--- config.mk ---
export PLATFORM = sky130hd
export DESIGN_NAME = canopen_feedback_frame_decoder_unit
export DESIGN_NICKNAME = d
export VERILOG_FILES = /design/src/hw/rtl/cfd_pkg.sv /design/src/hw/rtl/cfd_ram.sv /design/src/hw/rtl/cfd_update.sv /design/src/hw/rtl/canopen_feedback_frame_decoder_unit.sv
export VERILOG_INCLUDE_DIRS = /design/src /design/src/hw/rtl
export SDC_FILE = /design/constraint.sdc
export NUM_CORES = 2
export LEC_CHECK = 0
export ABC_AREA = 1
export BUFFER_PORTS_ARGS = -buffer_cell sky130_fd_sc_hd__buf_2
export CORE_ASPECT_RATIO = 2
export CORE_MARGIN = 8
export CORE_UTILIZATION = 55
export CTS_BUF_LIST = sky130_fd_sc_hd__clkbuf_2
export DETAILED_ROUTE_END_ITERATION = 8
export GPL_TIMING_DRIVEN = 0
export PLACE_DENSITY = 0.71
export REMOVE_ABC_BUFFERS = 1
export SYNTH_ARGS = -nofsm -noshare
export SYNTH_HDL_FRONTEND = slang
export SYNTH_SLANG_ARGS = --single-unit
--- constraint.sdc ---
create_clock -name clk -period 28.5 [get_ports clk]
set_input_delay 2.85 -clock clk [delete_from_list [all_inputs] [get_ports clk]]
set_output_delay 2.85 -clock clk [all_outputs]
set_load 0.05 [all_outputs]
--- src/hw/rtl/canopen_feedback_frame_decoder_unit_macros.svh ---
// assertion macros used by the frame decoder top level
`ifndef CANOPEN_FEEDBACK_FRAME_DECODER_UNIT_MACROS_SVH
`define CANOPEN_FEEDBACK_FRAME_DECODER_UNIT_MACROS_SVH

`ifndef SYNTHESIS
// check on every clock edge outside reset
`define CFD_ASSERT(label, prop) \
  label: assert property (@(posedge clk) disable iff (rst) prop) \
    else $error("frame decoder check failed");
// check on every clock edge, reset included
`define CFD_ASSERT_ALWAYS(label, prop) \
  label: assert property (@(posedge clk) prop) \
    else $error("frame decoder check failed");
`else
`define CFD_ASSERT(label, prop)
`define CFD_ASSERT_ALWAYS(label, prop)
`endif

`endif

--- src/hw/rtl/cfd_pkg.sv ---
// types, codes and constants of the frame decoder
package cfd_pkg;

  // default node table depth
  localparam int MAX_NODES_DEF = 16;

  // register indexes of the configuration port
  localparam logic REG_NODE_COUNT  = 1'b0;
  localparam logic REG_INVERT_MASK = 1'b1;

  // reset values of the registers
  localparam logic [4:0]  NODE_COUNT_RST  = 5'd2;
  localparam logic [15:0] INVERT_MASK_RST = 16'h0000;

  // function codes, identifier bits 10..7
  localparam logic [3:0] FUNC_EMCY = 4'h1;
  localparam logic [3:0] FUNC_PDO1 = 4'h3;
  localparam logic [3:0] FUNC_PDO2 = 4'h5;
  localparam logic [3:0] FUNC_PDO3 = 4'h7;
  localparam logic [3:0] FUNC_PDO4 = 4'h9;
  localparam logic [3:0] FUNC_SDO  = 4'hB;

  // frame kinds reported in tuser
  localparam logic [2:0] KIND_PDO1     = 3'd0;
  localparam logic [2:0] KIND_PDO2     = 3'd1;
  localparam logic [2:0] KIND_PDO3     = 3'd2;
  localparam logic [2:0] KIND_PDO4     = 3'd3;
  localparam logic [2:0] KIND_EMCY     = 3'd4;
  localparam logic [2:0] KIND_SDO      = 3'd5;
  localparam logic [2:0] KIND_UNKNOWN  = 3'd6;
  localparam logic [2:0] KIND_NODE_ERR = 3'd7;

  // controlword commands
  localparam logic [1:0] CMD_NONE        = 2'd0;
  localparam logic [1:0] CMD_FAULT_RESET = 2'd1;
  localparam logic [1:0] CMD_SHUTDOWN    = 2'd2;
  localparam logic [1:0] CMD_ENABLE      = 2'd3;

  // recovery steps
  localparam logic [2:0] STEP_HEALTHY  = 3'd0;
  localparam logic [2:0] STEP_RESET    = 3'd1;
  localparam logic [2:0] STEP_SHUTDOWN = 3'd2;
  localparam logic [2:0] STEP_ENABLE   = 3'd3;
  localparam logic [2:0] STEP_CHECK    = 3'd4;

  // sdo reply words
  localparam logic [31:0] SDO_CTRL_ACK   = 32'h0060_4060;
  localparam logic [31:0] SDO_STATUS_ACK = 32'h0060_414B;

  // fault bit of the statusword low byte
  localparam int FAULT_BIT = 3;

  // per-node state held in one memory word
  typedef struct packed {
    logic [2:0]  step;
    logic [31:0] index_count;
    logic [7:0]  mode;
    logic [15:0] status;
    logic [15:0] follow_error;
    logic [15:0] current;
    logic [31:0] velocity;
    logic [31:0] position;
  } node_entry_t;

  localparam int ENTRY_W = $bits(node_entry_t);

  // captured frame as seen by the update logic
  typedef struct packed {
    logic        node_ok;
    logic        invert;
    logic [3:0]  func;
    logic [3:0]  length;
    logic [63:0] payload;
  } frame_t;

  // outcome of one frame
  typedef struct packed {
    logic        write;
    logic [2:0]  kind;
    logic [1:0]  cmd;
    node_entry_t entry;
  } update_t;

endpackage

--- src/hw/rtl/cfd_ram.sv ---
// generic single-port-write ram with registered read
module cfd_ram #(
  parameter int WIDTH = 8,
  parameter int DEPTH = 16,
  localparam int AddrW = (DEPTH > 1) ? $clog2(DEPTH) : 1
) (
  input  logic                  clk,
  input  logic                  we,
  input  logic [AddrW-1:0]      waddr,
  input  logic [WIDTH-1:0]      wdata,
  input  logic [AddrW-1:0]      raddr,
  output logic [WIDTH-1:0]      rdata
);

  logic [WIDTH-1:0] mem [DEPTH];

  // write port
  always_ff @(posedge clk) begin
    if (we) begin
      mem[waddr] <= wdata;
    end
  end

  // registered read port
  always_ff @(posedge clk) begin
    rdata <= mem[raddr];
  end

endmodule

--- src/hw/rtl/cfd_update.sv ---
// frame decode and per-node state update
module cfd_update (
  input  cfd_pkg::frame_t      frame,
  input  cfd_pkg::node_entry_t old_entry,
  output cfd_pkg::update_t     upd
);

  logic [3:0]  len_c;
  logic [63:0] data;
  logic [31:0] sdo_word;

  // bytes at or above the frame length read as zero
  always_comb begin
    len_c = (frame.length > 4'd8) ? 4'd8 : frame.length;
    for (int k = 0; k < 8; k++) begin
      data[8*k +: 8] = (4'(k) < len_c) ? frame.payload[8*k +: 8] : 8'h00;
    end
    sdo_word = data[31:0];
  end

  // decode by function code
  always_comb begin
    upd       = '0;
    upd.entry = old_entry;
    upd.cmd   = cfd_pkg::CMD_NONE;
    if (!frame.node_ok) begin
      upd.kind  = cfd_pkg::KIND_NODE_ERR;
      upd.entry = '0;
    end else begin
      unique case (frame.func)
        cfd_pkg::FUNC_PDO1: begin
          upd.write          = 1'b1;
          upd.kind           = cfd_pkg::KIND_PDO1;
          upd.entry.position = frame.invert ? -frame.payload[31:0] : frame.payload[31:0];
          upd.entry.velocity = frame.invert ? -frame.payload[63:32] : frame.payload[63:32];
        end
        cfd_pkg::FUNC_PDO2: begin
          upd.write              = 1'b1;
          upd.kind               = cfd_pkg::KIND_PDO2;
          upd.entry.current      = frame.invert ? -frame.payload[15:0] : frame.payload[15:0];
          upd.entry.follow_error = frame.payload[31:16];
          upd.entry.status       = frame.payload[47:32];
        end
        cfd_pkg::FUNC_PDO3: begin
          upd.write      = 1'b1;
          upd.kind       = cfd_pkg::KIND_PDO3;
          upd.entry.mode = data[7:0];
        end
        cfd_pkg::FUNC_PDO4: begin
          upd.write             = 1'b1;
          upd.kind              = cfd_pkg::KIND_PDO4;
          upd.entry.index_count = data[31:0];
        end
        cfd_pkg::FUNC_EMCY: begin
          upd.write      = 1'b1;
          upd.kind       = cfd_pkg::KIND_EMCY;
          upd.cmd        = cfd_pkg::CMD_FAULT_RESET;
          upd.entry.step = cfd_pkg::STEP_RESET;
        end
        cfd_pkg::FUNC_SDO: begin
          upd.write = 1'b1;
          upd.kind  = cfd_pkg::KIND_SDO;
          // recovery sequence driven by sdo acknowledges
          if (sdo_word == cfd_pkg::SDO_CTRL_ACK) begin
            case (old_entry.step)
              cfd_pkg::STEP_RESET: begin
                upd.entry.step = cfd_pkg::STEP_SHUTDOWN;
                upd.cmd        = cfd_pkg::CMD_SHUTDOWN;
              end
              cfd_pkg::STEP_SHUTDOWN: begin
                upd.entry.step = cfd_pkg::STEP_ENABLE;
                upd.cmd        = cfd_pkg::CMD_ENABLE;
              end
              cfd_pkg::STEP_ENABLE: begin
                upd.entry.step = cfd_pkg::STEP_CHECK;
              end
              default: begin
                upd.entry.step = old_entry.step;
              end
            endcase
          end else if (sdo_word == cfd_pkg::SDO_STATUS_ACK &&
                       old_entry.step == cfd_pkg::STEP_CHECK) begin
            if (!data[32 + cfd_pkg::FAULT_BIT]) begin
              upd.entry.step = cfd_pkg::STEP_HEALTHY;
            end else begin
              upd.entry.step = cfd_pkg::STEP_RESET;
              upd.cmd        = cfd_pkg::CMD_FAULT_RESET;
            end
          end
        end
        default: begin
          upd.kind = cfd_pkg::KIND_UNKNOWN;
        end
      endcase
    end
  end

endmodule

--- src/hw/rtl/canopen_feedback_frame_decoder_unit.sv ---
// top level of the canopen feedback frame decoder
// Decodes one received CAN frame per input beat into per-node motor state and
// returns one result beat per frame with the node's entry after the update.
// From acceptance to result: the accept cycle reads the node's word from the
// state memory (registered read), the next cycle decodes, writes the word back
// and loads the output register, and waits there while that register is full.
// A new frame is taken once the previous one has been written back, so the
// decoder never holds two frames at once. The output register lets a frame be
// accepted while the last result still waits.
// Node state starts at zero after reset through per-node valid bits, so no
// clearing pass is needed and frames are taken straight out of reset.
`include "canopen_feedback_frame_decoder_unit_macros.svh"

module canopen_feedback_frame_decoder_unit #(
  parameter int MAX_NODES = cfd_pkg::MAX_NODES_DEF
) (
  input  logic         clk,
  input  logic         rst,
  // configuration write port
  input  logic         cfg_we,
  input  logic         cfg_index,
  input  logic [15:0]  cfg_data,
  // input frames
  input  logic         s_tvalid,
  output logic         s_tready,
  // can_ident[10:0], frame_length[14:11], payload[78:15], zero[79]
  input  logic [79:0]  s_tdata,
  // remote_request[0]
  input  logic         s_tuser,
  // results
  output logic         m_tvalid,
  input  logic         m_tready,
  // node_number[6:0], send_command[8:7], recovery_step[11:9],
  // motor_position[43:12], motor_velocity[75:44], motor_current[91:76],
  // follow_error[107:92], status_word[123:108], operating_mode[131:124],
  // index_count[163:132], zero[167:164]
  output logic [167:0] m_tdata,
  // frame_kind[2:0]
  output logic [2:0]   m_tuser
);

  localparam int AddrW = (MAX_NODES > 1) ? $clog2(MAX_NODES) : 1;

  localparam logic ST_IDLE   = 1'b0;
  localparam logic ST_UPDATE = 1'b1;

  logic                 state;
  logic                 state_next;
  logic [4:0]           node_count;
  logic [15:0]          invert_mask;
  logic [10:0]          ident;
  logic [3:0]           length;
  logic                 remote;
  logic [63:0]          payload;
  logic [MAX_NODES-1:0] valid_bits;
  logic [6:0]           node;
  logic [6:0]           node_m1;
  logic [6:0]           in_node_m1;
  logic [AddrW-1:0]     idx;
  logic [AddrW-1:0]     raddr;
  logic                 node_ok;
  logic                 out_free;
  logic                 finish;
  logic [cfd_pkg::ENTRY_W-1:0] ram_rdata;
  cfd_pkg::node_entry_t old_entry;
  cfd_pkg::frame_t      frame;
  cfd_pkg::update_t     upd;

  // configuration registers
  always_ff @(posedge clk) begin
    if (rst) begin
      node_count  <= cfd_pkg::NODE_COUNT_RST;
      invert_mask <= cfd_pkg::INVERT_MASK_RST;
    end else if (cfg_we) begin
      unique case (cfg_index)
        cfd_pkg::REG_NODE_COUNT:  node_count  <= cfg_data[4:0];
        cfd_pkg::REG_INVERT_MASK: invert_mask <= cfg_data;
        default: ;
      endcase
    end
  end

  // handshake and sequencing
  assign s_tready = (state == ST_IDLE);
  assign out_free = !m_tvalid || m_tready;
  assign finish   = (state == ST_UPDATE) && out_free;

  always_comb begin
    state_next = state;
    unique case (state)
      ST_IDLE:   if (s_tvalid) state_next = ST_UPDATE;
      ST_UPDATE: if (out_free) state_next = ST_IDLE;
      default:   state_next = ST_IDLE;
    endcase
  end

  always_ff @(posedge clk) begin
    if (rst) begin
      state <= ST_IDLE;
    end else begin
      state <= state_next;
    end
  end

  // frame capture
  always_ff @(posedge clk) begin
    if (s_tvalid && s_tready) begin
      ident   <= s_tdata[10:0];
      length  <= s_tdata[14:11];
      payload <= s_tdata[78:15];
      remote  <= s_tuser;
    end
  end

  // node number checks
  assign node       = ident[6:0];
  assign node_m1    = node - 7'd1;
  assign in_node_m1 = s_tdata[6:0] - 7'd1;
  assign idx        = node_m1[AddrW-1:0];
  assign node_ok    = !remote && (node != 7'd0) &&
                      ({3'b000, node_count} >= {1'b0, node}) &&
                      (8'({1'b0, node}) <= 8'(MAX_NODES));

  // read address follows the incoming frame, then holds while stalled
  assign raddr = (state == ST_IDLE) ? in_node_m1[AddrW-1:0] : idx;

  cfd_ram #(
    .WIDTH (cfd_pkg::ENTRY_W),
    .DEPTH (MAX_NODES)
  ) u_state_ram (
    .clk   (clk),
    .we    (finish && upd.write),
    .waddr (idx),
    .wdata (upd.entry),
    .raddr (raddr),
    .rdata (ram_rdata)
  );

  // entries never written read as zero
  always_ff @(posedge clk) begin
    if (rst) begin
      valid_bits <= '0;
    end else if (finish && upd.write) begin
      valid_bits[idx] <= 1'b1;
    end
  end

  assign old_entry = valid_bits[idx] ? cfd_pkg::node_entry_t'(ram_rdata) : '0;

  // frame view for the update logic
  always_comb begin
    frame         = '0;
    frame.node_ok = node_ok;
    frame.invert  = (node_m1 < 7'd16) && invert_mask[node_m1[3:0]];
    frame.func    = ident[10:7];
    frame.length  = length;
    frame.payload = payload;
  end

  cfd_update u_update (
    .frame     (frame),
    .old_entry (old_entry),
    .upd       (upd)
  );

  // output register
  always_ff @(posedge clk) begin
    if (rst) begin
      m_tvalid <= 1'b0;
    end else if (finish) begin
      m_tvalid <= 1'b1;
    end else if (m_tready) begin
      m_tvalid <= 1'b0;
    end
  end

  always_ff @(posedge clk) begin
    if (finish) begin
      m_tuser <= upd.kind;
      m_tdata <= {4'b0000, upd.entry.index_count, upd.entry.mode, upd.entry.status,
                  upd.entry.follow_error, upd.entry.current, upd.entry.velocity,
                  upd.entry.position, upd.entry.step, upd.cmd, node};
    end
  end

  // checks
  `CFD_ASSERT(a_accept_goes_update, (s_tvalid && s_tready) |=> (state == ST_UPDATE))
  `CFD_ASSERT(a_result_held_while_stalled, (m_tvalid && !m_tready) |=> $stable(m_tdata))
  `CFD_ASSERT(a_node_err_clean, (m_tvalid && m_tuser == cfd_pkg::KIND_NODE_ERR) |-> (m_tdata[167:7] == '0))
  `CFD_ASSERT(a_write_only_when_valid, (finish && upd.write) |-> node_ok)
  `CFD_ASSERT_ALWAYS(a_reset_idle, rst |=> (state == ST_IDLE && !m_tvalid))

endmodule

# Yosys cells after proc, flatten, opt, wreduce, memory -nomap -nowiden
# Memories as Yosys holds them, arrays and structs flattened. A register that Yosys moved wholly into a read port is not among the register bits.
# Index checks and enable logic that the tools add are counted.
# op_classes
add_sub_neg	5
multipliers	0
div	0
n_lt_le_gt_ge	11
n_eq_ne	12
n_shift	0
n_mux	39
bitwise_logic	3
reduce_logical	17
# op_table
op	count
2-to-1 mux 155 bit	2
2-to-1 mux 32 bit	3
== test 32 x 23 -> 1 bit, second input constant	2
2-to-1 mux 64 bit	1
negation 32 bit	2
2-to-1 mux 48 bit	1
2-to-1 mux 8 bit	5
one-hot mux 3 bit (6 select lines)	1
2-to-1 mux 16 bit	1
2-to-1 mux 4 bit	4
negation 16 bit	1
OR 16 bit	1
2-to-1 mux 1 bit	13
one-hot mux 5 bit (2 select lines)	1
logical AND 1 bit	9
one-hot mux 3 bit (3 select lines)	1
binary-select mux 1 bit (select 4 bit)	2
== test 4 x 3 -> 1 bit, second input constant	2
== test 4 bit, second input constant	2
< comparator 1 x 4 -> 1 bit, first input constant	2
< comparator 2 x 4 -> 1 bit, first input constant	2
greater-or-equal comparator 5 x 7 -> 1 bit	1
<= comparator 7 x 5 -> 1 bit, second input constant	1
< comparator 7 x 5 -> 1 bit, second input constant	1
other kinds (22)	26
# word_totals
reg_bits	286
latch_bits	0
ram_bits	2480
rom_bits	0
inputBits	103
word_cells	100
memories	1
# memory_table
name	depth	width	rd	rd_clocked_by_memory_dff	wr	line_no	rtl
u_state_ram.mem	16	155	1	1	1	cfd_ram.sv:15	logic [WIDTH-1:0] mem [DEPTH];

# Longest topological paths before layout
# logic_depth
word_depth	10
mapped_depth	18

# Cells and area by module
# A second synthesis with hierarchy kept.
# unflattened
cells_unflattened	11375
area_unflattened_um2	121954.5
# by_module_without_submodules
module	n_inst	cells_each	area_per_inst_um2	seq_area_each_um2
cfd_ram	1	9418	106034.2	77574.4
canopen_feedback_frame_decoder_unit	1	902	10948.0	8197.9
cfd_update	1	1055	4972.3	0.0

# Least setup slack after synthesis
# No wires, ideal clock.
# synth_path
kind	in2reg
startpoint	input port m_tready
endpoint	memory u_state_ram.mem[15][0] in the netlist's numbering, enable pin
arrival_ns	17.888
t_required_ns	27.639
setup_slack_ns	9.751
path_stages	7
cell_sequence	inv_1 > nand2_1 > nand2_1 > inv_1 > nand2_1 > buf_2 > nor3_1
# synth_between
elab_chain_cells	5
# synth_rtl
element	line_no	rtl
from (decl)	canopen_feedback_frame_decoder_unit.sv:32	input logic m_tready,
logical OR 1 bit	canopen_feedback_frame_decoder_unit.sv:85	assign out_free = !m_tvalid || m_tready;
logical AND 1 bit	canopen_feedback_frame_decoder_unit.sv:86	assign finish = (state == ST_UPDATE) && out_free;
net finish	canopen_feedback_frame_decoder_unit.sv:63	logic finish;
logical AND 1 bit	canopen_feedback_frame_decoder_unit.sv:132	.we (finish && upd.write),
2-to-1 mux 1 bit	cfd_ram.sv:19	if (we) begin
2-to-1 mux 1 bit (not written as such)	cfd_ram.sv:20	mem[waddr] <= wdata;
to (decl)	cfd_ram.sv:15	
# The timed path passes the listed nets, and every way through them passes these cells.

# Worst setup path in the final report
# layout_path
startpoint	input port s_tdata[0]
endpoint	register u_state_ram.rdata[62], read port of u_state_ram.mem
# layout_between
elab_chain_cells	2
# layout_rtl
element	line_no	rtl
from (decl)	canopen_feedback_frame_decoder_unit.sv:27	input logic [79:0] s_tdata,
subtractor 4 x 1 -> 4 bit	canopen_feedback_frame_decoder_unit.sv:118	assign in_node_m1 = s_tdata[6:0] - 7'd1;
2-to-1 mux 4 bit	canopen_feedback_frame_decoder_unit.sv:125	assign raddr = (state == ST_IDLE) ? in_node_m1[AddrW-1:0] : idx;
to (decl)	cfd_ram.sv:12	output logic [WIDTH-1:0] rdata
# No other way between the ends.
# A chain may end at the register's enable or synchronous reset.

==> summary by stage <==
Status
The flow ran to the end, and the final reports show no timing, DRC or antenna violations.

Critical path
Data on the critical path is required at its endpoint by 29980 ps. The logic depth of the worst path, buffers included is 17. The critical path goes through buf_2, inv_1, nand2_1, nand2_8, buf_16, buf_16, buf_16, buf_16, inv_8, buf_16, buf_16, buf_16, buf_16, o21ai_0, o211ai_1, o211ai_1, o21ai_1. In this run the worst path has a maximum fanout of 177.

In this design, the critical path's most frequently occurring cell is buf_16. The critical path is of the input pin to flip-flop type. The largest single stage delay on the critical path is 540 ps. The worst-path cell with the longest stage delay is buf_16. The endpoint arrival time on the critical path is 8370 ps. The depth of the most critical reg-to-reg path is 16. Counting both buffers and inverters, the worst setup path holds a total of 11.

STA classifies the critical path startpoint as an input pin. Grouping stages by cell kind, the critical path spends the most delay in buffers and inverters. The critical path endpoint category is a flip-flop.

Yosys
Synthesis produced a netlist whose cell count is 8714. The proportion of synthesized area in mux cells is 0%. After synthesis, the mean cell area works out to 13.0 sq um. For this run, the register share of the synthesized area comes to 75.7%.

After synthesis the netlist holds a flip-flop and latch count of 2921. The count of flip-flops with a built-in enable after synthesis is 2727. Among all cell types in the netlist, the one instantiated most often is edfxtp_1. The number of unique standard cell types used by synthesis is 44. The area of the mapped netlist is 113000 sq um.

By area the synthesized netlist is led by edfxtp_1, o21ai_0, nor2_1. The combinational family with the most area after synthesis is compound AO/OA/AOI/OAI gates. The predominant post-synthesis flop cell is edfxtp_1. Ranked by instance count, the synthesized netlist is headed by edfxtp_1, nor2_1, o21ai_0, nand2_1, o22ai_1.

The most area-hungry cell type in the Yosys netlist is edfxtp_1. Of the total synthesized cell area, the portion taken by full adders, half adders and majority gates is 0.133%. The warning count from the yosys run is 0. The synthesized netlist devotes 13.0% of its cell area to compound gates.

Of all flip-flops after synthesis, the portion carrying an async set or reset was 0%. The synthesized netlist devotes 8.07% of its cell area to simple gates. Of the total synthesized cell area, the portion taken by XOR and XNOR cells is 0.387%.

Of the post-synthesis cell area, the dominant cell type holds 72.3%.

Clock tree
The worst-case clock buffer depth is 4. After clock tree synthesis, the clock-pin slew on the worst setup and hold paths is 100 ps. Buffers inserted during clock tree synthesis total 613. TritonCTS built the clock tree.

The post-CTS setup repair buffer count is 0. The H-tree was split into 6 levels. The hold buffer count at CTS is 0. In this run the clock root is driven by a clkbuf_2. The count of clock tree sinks is 2921. The number of gates resized after CTS is 0. The clock reaches the later pin of the worst-skew pair after 1730 ps.

Pwr
For this design the ratio of total power to cell area is 65.8 nW/um^2. The overall power after layout is 0.00835 W. The fraction of power spent switching nets is 27.7%. For this design the static power due to leakage is 49.2 nW.

In this run the power spent charging and discharging nets is 0.00231 W. The proportion of power drawn by flip-flops and latches is 56.9%. The cell internal power dissipation is 0.00604 W. The worst IR drop on VDD is 0.0000471 V.

In this run, the clock network consumes 31.3% of the power. Of the total power, combinational logic draws 11.8%.

Placed design
During placement, the flow inserted port buffers numbering 270. Once detailed placement completed, the half-perimeter wirelength came to 191000 um. The placer congestion estimate is 0.885.

After detailed placement, the total cell area comes to 121000 sq um.

Layout
The finished cells cover 127000 sq um. The area growth from synthesis to layout is 12.1%. The ratio of cells with drive above 1 in the final layout is 16.0%.

The number of nets in the layout is 9390. Cells fill 61.9% of the core in the end.

GRT
The pin count of the biggest net entering global routing is 178. The wire length of the first global-routing pass is 479000 um. The initial antenna violation count is 17. The via count of the first global-routing pass is 79046. For this run, the total global-route usage over all layers was measured as 28.6%. The total grt overflow is 0.

Timing
Setup violations remaining at the end of the flow were counted as 0. The highest clock frequency the design can meet is 145 MHz. The number of max-slew violations in the final report came to 0. The worst clock skew on the final layout is 183 ps. The final period demand of the worst path is 6900 ps. Setup repair after global routing left no endpoint under its margin. The transition time at the pin with the least slew margin is 1420 ps.

The headroom to the max-slew limit is 4.24%. Hold is met by 488 ps. The setup TNS is 0 ps. The final critical-path share of the clock period is 24.2%. The hold violation count in the final report came to 0.

Route
The DRC marker count from the first detailed-route iteration is 10061. The wire length after detailed routing is 329000 um. For this run, design rule violations remaining after detail routing come to 0. The number of detailed-routing iterations run before antenna repair is 6. The routed via count is 78881. Using the TritonRoute via totals, the vias-per-cell ratio works out to 6.30. The count of nets left with antenna violations once routing finished came out at 0. The per-cell routed wire length is 26.3 um.

Die
The core area is 205000 sq um. The die is 337 um wide. The floorplan step defined a die boundary enclosing 222000 sq um. The die extent in y is 658 um. The row count is 235. For this configuration, the core starts out at a cell density of 55.3%.

For this design the top-level I/O count stands at 276.

Min path
The worst hold path cell count is 2. The class of the tightest hold or removal check is flip-flop to flip-flop.

Run
Across the run, the number of max-cap violations was 0.
==> placed cells by master, fill, tap and decap left out, types with 12 or more instances in the layout <==
master,n
clkinv_2,32
o21ai_0,1561
a21oi_1,179
xor2_1,40
o21bai_1,22
buf_6,79
buf_12,90
o21ai_1,117
buf_2,270
dfxtp_1,194
ha_1,12
nand2_1,570
nor2_1,1590
clkbuf_2,892
buf_16,83
o221ai_1,123
inv_2,18
o211ai_1,103
nand4_1,22
bufinv_16,21
nor3_1,19
clkinv_1,153
inv_1,106
o22ai_1,538
edfxtp_1,2727
nand3_1,110
==> flip-flops by register name, summed over array words and instances, names as in the netlist, 3 cells and up <==
register	flops
ident	11
invert_mask	16
length	4
m_tdata	164
m_tuser	3
node_count	5
payload	64
u_state_ram.mem	2480
u_state_ram.rdata	155
valid_bits	16
==> path summary, 6_finish.rpt <==
kind / from / to / slack (ps)
max: s_tdata[0] / u_state_ram.rdata[62] / 21600
min: valid_bits[6] / valid_bits[6] / 490
max reg2reg: ident[0] / u_state_ram.rdata[62] / 21630
min reg2reg: valid_bits[6] / valid_bits[6] / 490
==> through the flow <==
step	std cells	setup WS, ps
2_1_floorplan	8116	2060
3_3_place_gp	11111	-57350
3_5_place_dp	11385	20010
4_1_cts	12503	21700
5_1_grt	12508	21210
6_report	12513	21600
==> cell families (layout without fill, tap and decap cells) <==
kind of cell	Yosys count	after routing
AO/OA/AOI/OAI	2652	2652
flip-flops	2921	2921
buffers and inverters	727	1788
other	1	14
XOR/XNOR	50	50
AND/OR/NAND/NOR	2351	2351
adder cells (fa/ha/maj)	12	12
==> worst register-to-register path, delay by kind of cell (launching register included) <==
family | cells | cell delay, ps
buffers and inverters | 10 | 4270
flip-flops | 1 | 940
AND/OR/NAND/NOR | 2 | 550
AO/OA/AOI/OAI | 4 | 890
==> layer usage <==
| layer | routed length (um) | part of all wire [%] | global-route usage [%] |
|---|---|---|---|
| met5 | 79 | 0.024 | 0 |
| met1 | 119000 | 36 | 36.1 |
| met4 | 19500 | 5.9 | 16.7 |
| met3 | 34300 | 10 | 5.62 |
| met2 | 156000 | 47 | 46.1 |
==> area by class of cell <==
cell class              instances  area [sq um]
multi-input cells            5069         24700
inverters                     126           563
flip-flops and latches       2921         85800
clock buffers                 892          4460
fillers                     15357         78000
clock inverters               226          1470
well taps                    2725          3410
diodes                         10          25.0
repair buffers                544          6580
==> power groups by stage <==
stage          combinational (W)  sequential [W]  clock [W]
2_1_floorplan           0.000661         0.00486          0
3_3_place_gp             0.00104         0.00485          0
3_5_place_dp            0.000970         0.00484          0
4_1_cts                 0.000974         0.00475    0.00265
5_1_grt                  0.00107         0.00475    0.00283
6_report                0.000986         0.00475    0.00262
(Power assumes the default switching activity.)
